### src/matrix4_vector_transform_macros.svh
// ----------------------------------------------------------------------------
// Assertion macros for the matrix4 vector transform block
// Shared property forms, clocked on clk_i and disabled while rst_ni is low.
// ----------------------------------------------------------------------------
`ifndef MATRIX4_VECTOR_TRANSFORM_MACROS_SVH
`define MATRIX4_VECTOR_TRANSFORM_MACROS_SVH

// Consequent must hold in the same cycle as the antecedent.
`define MVT_ASSERT_SAME(label, ante, cons) \
  label: assert property (@(posedge clk_i) disable iff (!rst_ni) (ante) |-> (cons)) \
    else $error("mvt: same-cycle check failed");

// Consequent must hold in the cycle after the antecedent.
`define MVT_ASSERT_NEXT(label, ante, cons) \
  label: assert property (@(posedge clk_i) disable iff (!rst_ni) (ante) |=> (cons)) \
    else $error("mvt: next-cycle check failed");

`endif

### src/mvt_pkg.sv
// ----------------------------------------------------------------------------
// mvt_pkg
// Types and constants shared by the matrix4 vector transform modules.
// ----------------------------------------------------------------------------
package mvt_pkg;

  localparam int NumLanes  = 4;
  localparam int NumCols   = 4;
  localparam int CoefW     = 16;
  localparam int WordW     = 32;
  localparam int ColW      = NumLanes * CoefW;
  localparam int ProdW     = CoefW + WordW;
  localparam int SumW      = ProdW + 2;
  localparam int FracShift = 12;
  localparam int CfgIdxW   = 3;

  typedef logic signed [CoefW-1:0] coef_t;
  typedef logic signed [WordW-1:0] word_t;
  typedef logic signed [ProdW-1:0] prod_t;
  typedef logic signed [SumW-1:0]  sum_t;

  localparam sum_t  RndHalf = sum_t'(2048);
  localparam word_t WordMax = word_t'(32'h7FFF_FFFF);
  localparam word_t WordMin = word_t'(32'h8000_0000);

  // Reset matrix is the identity in Q4.12.
  localparam logic [NumCols-1:0][ColW-1:0] ColReset = {
    64'h1000_0000_0000_0000,
    64'h0000_1000_0000_0000,
    64'h0000_0000_1000_0000,
    64'h0000_0000_0000_1000
  };

  typedef enum logic [CfgIdxW-1:0] {
    REG_COLUMN0 = 3'd0,
    REG_COLUMN1 = 3'd1,
    REG_COLUMN2 = 3'd2,
    REG_COLUMN3 = 3'd3
  } cfg_reg_e;

  // Stage load strobes shared by all lanes.
  typedef struct packed {
    logic ld_prod;
    logic ld_sum;
    logic ld_rnd;
  } lane_ctl_t;

endpackage

### src/mvt_merge.sv
// ----------------------------------------------------------------------------
// mvt_merge
// Output register: gathers the lane results and combines their clamp flags.
// ----------------------------------------------------------------------------
module mvt_merge (
  input  logic                          clk_i,
  input  logic                          rst_ni,
  input  logic                          ld_i,
  input  logic                          take_i,
  input  mvt_pkg::word_t                res_i [mvt_pkg::NumLanes],
  input  logic [mvt_pkg::NumLanes-1:0]  sat_i,
  output logic                          valid_o,
  output mvt_pkg::word_t                out_x_o,
  output mvt_pkg::word_t                out_y_o,
  output mvt_pkg::word_t                out_z_o,
  output mvt_pkg::word_t                out_w_o,
  output logic                          saturated_o
);
  import mvt_pkg::*;

  logic  valid_d;
  logic  valid_q;
  word_t res_q [NumLanes];
  logic  sat_q;

  always_comb begin
    valid_d = valid_q;
    if (ld_i) begin
      valid_d = 1'b1;
    end else if (take_i) begin
      valid_d = 1'b0;
    end
  end

  always_ff @(posedge clk_i or negedge rst_ni) begin
    if (!rst_ni) begin
      valid_q <= 1'b0;
    end else begin
      valid_q <= valid_d;
    end
  end

  always_ff @(posedge clk_i) begin
    if (ld_i) begin
      res_q <= res_i;
      sat_q <= |sat_i;
    end
  end

  assign valid_o     = valid_q;
  assign out_x_o     = res_q[0];
  assign out_y_o     = res_q[1];
  assign out_z_o     = res_q[2];
  assign out_w_o     = res_q[3];
  assign saturated_o = sat_q;

endmodule

### config.mk
export PLATFORM = sky130hd
export DESIGN_NAME = mvt_merge
export DESIGN_NICKNAME = d
export VERILOG_FILES = /design/src/matrix4_vector_transform_macros.svh /design/src/mvt_pkg.sv /design/src/mvt_merge.sv
export SDC_FILE = /design/constraint.sdc
export NUM_CORES = 1
export LEC_CHECK = 0
export ABC_AREA = 0
export BUFFER_PORTS_ARGS = -buffer_cell sky130_fd_sc_hd__buf_2
export CAP_MARGIN = 30
export CORE_ASPECT_RATIO = 1.25
export CORE_UTILIZATION = 37
export CTS_CLUSTER_SIZE = 40
export DETAILED_ROUTE_END_ITERATION = 16
export PLACE_DENSITY_LB_ADDON = 0.2
export SETUP_SLACK_MARGIN = 0.3
export SLEW_MARGIN = 25
export SYNTH_ARGS = -nofsm -noshare
export SYNTH_HDL_FRONTEND = slang
export SYNTH_SLANG_ARGS = --single-unit
### constraint.sdc
create_clock -name clk_i -period 0.8 [get_ports clk_i]
set_input_delay 0.16 -clock clk_i [delete_from_list [all_inputs] [get_ports clk_i]]
set_output_delay 0.16 -clock clk_i [all_outputs]
set_load 0.02 [all_outputs]
==> results.tsv <==
metric	value	unit
syn_nets	269	
reg2reg_to	valid_o	
p_per_area	2604	mW/mm^2
path_depth	1	
path_cells	buf_6	
grt_pass1_vias	2453	
clock_latency	400	ps
reg2reg_depth	1	
fmax	0.8852	GHz
leakagePower	2.873	nW
slew_headroom	87.01	%
clock_sink_count	130	
synth_area	0.003918	mm^2
netSwitchingFraction	21.84	%
syn_area_per_cell	29.45	um^2
worstMarginPinSlew	194.9	ps
grt_antenna_before_repair	1	
root_buffer	clkbuf_16	
utilization	65.87	%
io-pin-count	266	
grt_first_pass_wirelength	12.30	mm
synthesis.instances	133	
n_antenna_cell	0	
fin_setup_tns	-36640	ps
numCtsBuffers	17	
ant_nets	0	
area_growth	71.64	%
pwr-share-seq	47.5	%
slew_viol_final	0	
place_ws	-252.5	ps
status	finished, violations left	
die_h	117.0	um
dieArea	0.01101	mm^2
gp_congestion	0.7130	
rsz0062_at_grt	true	
fp-row-count	41	
die_w	94.04	um
ys_seq_area_share	99.52	%
irDropWorstVdd	1494	uV
slowest_delay	410	ps
ys_seq_elements	130	
arrival	970	ps
netSwitchingPower	3.824	mW
worstPathMaxFanout	1	
p_comb_share	12.6	%
crit_type	register to output pin	
p_int	13.69	mW
clk_pin_slew_worst_paths	50	ps
path_delay_family	flip-flops	
endpoint_kind	output pin	
first_iter_violations	70	
ys_types	5	
grt_overflow	0	
portBuffers	265	
viasPerCell	4.349	
yosysWarnings	0	
timing.hold.ws	-70.13	ps
core	0.01021	mm^2
grt_max_degree	52	
regToRegStartpoint	valid_o	
drv_cap	0	
wl_per_cell	16.82	um
cts_setup_buffers	0	
cp_slowest_cell	edfxtp_1	
hp-start	res_i[70]	
p_clk_share	39.8	%
drc_errors	0	
fin_crit	1130	ps
clock_skew	0	ps
rrSetupSlack	130	ps
violations	negative hold slack, negative setup slack	
startpoint_type	register	
grt_use_total	16.09	%
cp.required	640	ps
final_layout_size_suffix_gt1_share	68.28	%
dp_hpwl	6.672	mm
whs_endpoint	out_y_o[6]	
layout_setup_ws	-329.7	ps
hp-class	input pin to register	
hold_depth	1	
start_util	38.37	%
final_hold_viol_count	128	
timing.critical_path.buf_inv	1	
setup_viol	130	
min_period_over_period	141.2	%
cts.path.max_buffers	2	
n_fill_cell	736	
final_nets	561	
cts.htree.levels	4	
num_vias	2453	
cts_tree	built	
ctsHoldBuffers	1	
drt-pass1-iter-count	6	
drt-total-wl	9.487	mm
[cell usage after synthesis]
master / count / area (um^2)
or4_1: 1 / 7.510
dfrtp_1: 1 / 25.02
a21o_1: 1 / 7.510
inv_1: 1 / 3.750
edfxtp_1: 129 / 3874
[logic make-up after synthesis]
| logic type | Yosys count | share of synthesized area [%] |
|---|---|---|
| AO/OA/AOI/OAI | 1 | 0.1917 |
| flip-flops | 130 | 99.52 |
| buffers and inverters | 1 | 0.09572 |
| AND/OR/NAND/NOR | 1 | 0.1917 |
[worst max path at each step]
stage / start / to / slack, ps
6_report: out_y_o[20] / out_y_o[20] / -330
5_1_grt: out_y_o[20] / out_y_o[20] / -360
4_1_cts: out_w_o[13] / out_w_o[13] / -340
3_5_place_dp: sat_i[3] / saturated_o / -250
3_3_place_gp: sat_i[3] / saturated_o / -220
2_1_floorplan: sat_i[3] / saturated_o / -120
[layout by cell type (no fill, tap or decap)]
| master | instances |
|---|---|
| buf_4 | 1 |
| dlygate4sd3_1 | 1 |
| edfxtp_1 | 129 |
| or4_4 | 1 |
| clkinvlp_4 | 1 |
| a21o_1 | 1 |
| buf_16 | 2 |
| inv_1 | 1 |
| clkbuf_1 | 4 |
| buf_2 | 163 |
| bufinv_16 | 2 |
| dfrtp_2 | 1 |
| buf_6 | 104 |
| clkinv_2 | 3 |
| clkbuf_16 | 19 |
| clkinv_1 | 2 |
[metal layers]
metal | part of all wire, % | global-route usage [%] | wire length [um] | vias up
li1 | - | - | - | 1127
met4 | 2.8 | 11.08 | 269 | 2
met3 | 7.6 | 7.881 | 724 | 20
met1 | 33 | 15.66 | 3157 | 1175
met2 | 56 | 26.81 | 5324 | 129
met5 | 0.12 | 0 | 11 | -
[power groups by stage]
| stage | combinational [mW] | sequential [mW] | clock [mW] |
|---|---|---|---|
| 6_report | 2.21 | 8.33 | 6.98 |
| 5_1_grt | 2.32 | 8.37 | 7.37 |
| 4_1_cts | 1.93 | 8.27 | 7.14 |
| 3_5_place_dp | 1.71 | 8.35 | 0 |
| 3_3_place_gp | 1.70 | 8.33 | 0 |
| 2_1_floorplan | 0.00442 | 9.08 | 0 |
[registers in the layout, summed over array words and instances, names as in the netlist]
signal,flops
out_w_o,32
valid_o,1
out_y_o,32
out_z_o,32
out_x_o,32
saturated_o,1
[timing repair]
action,4_1_cts,5_1_grt
setup endpoints to repair,132,241
endpoints found under the hold margin,129,128
pin swaps,1,0
cloned,0,3
gates resized for setup,94,113
[per-stage QoR]
step,power (mW),instances,cell area (um^2)
floorplan,9.086,133,3919
global placement,10.03,531,5464
detailed placement,10.06,531,5464
CTS,17.34,561,6302
global route,18.06,564,6724
finish,17.51,564,6724
[final cells by class]
cell class                 instances  area [um^2]  share of cell area [%]
sequential                       130         3900                   58.00
timing repair buffer             273         2110                   31.37
tap                              129        161.4                   2.400
inverter                           1        3.754                 0.05582
clock inverter                     8        90.09                   1.340
clock buffer                      21        440.4                   6.550
multi-input combinational          2        18.77                  0.2791
Note: power is estimated with default switching activity, not from simulation.
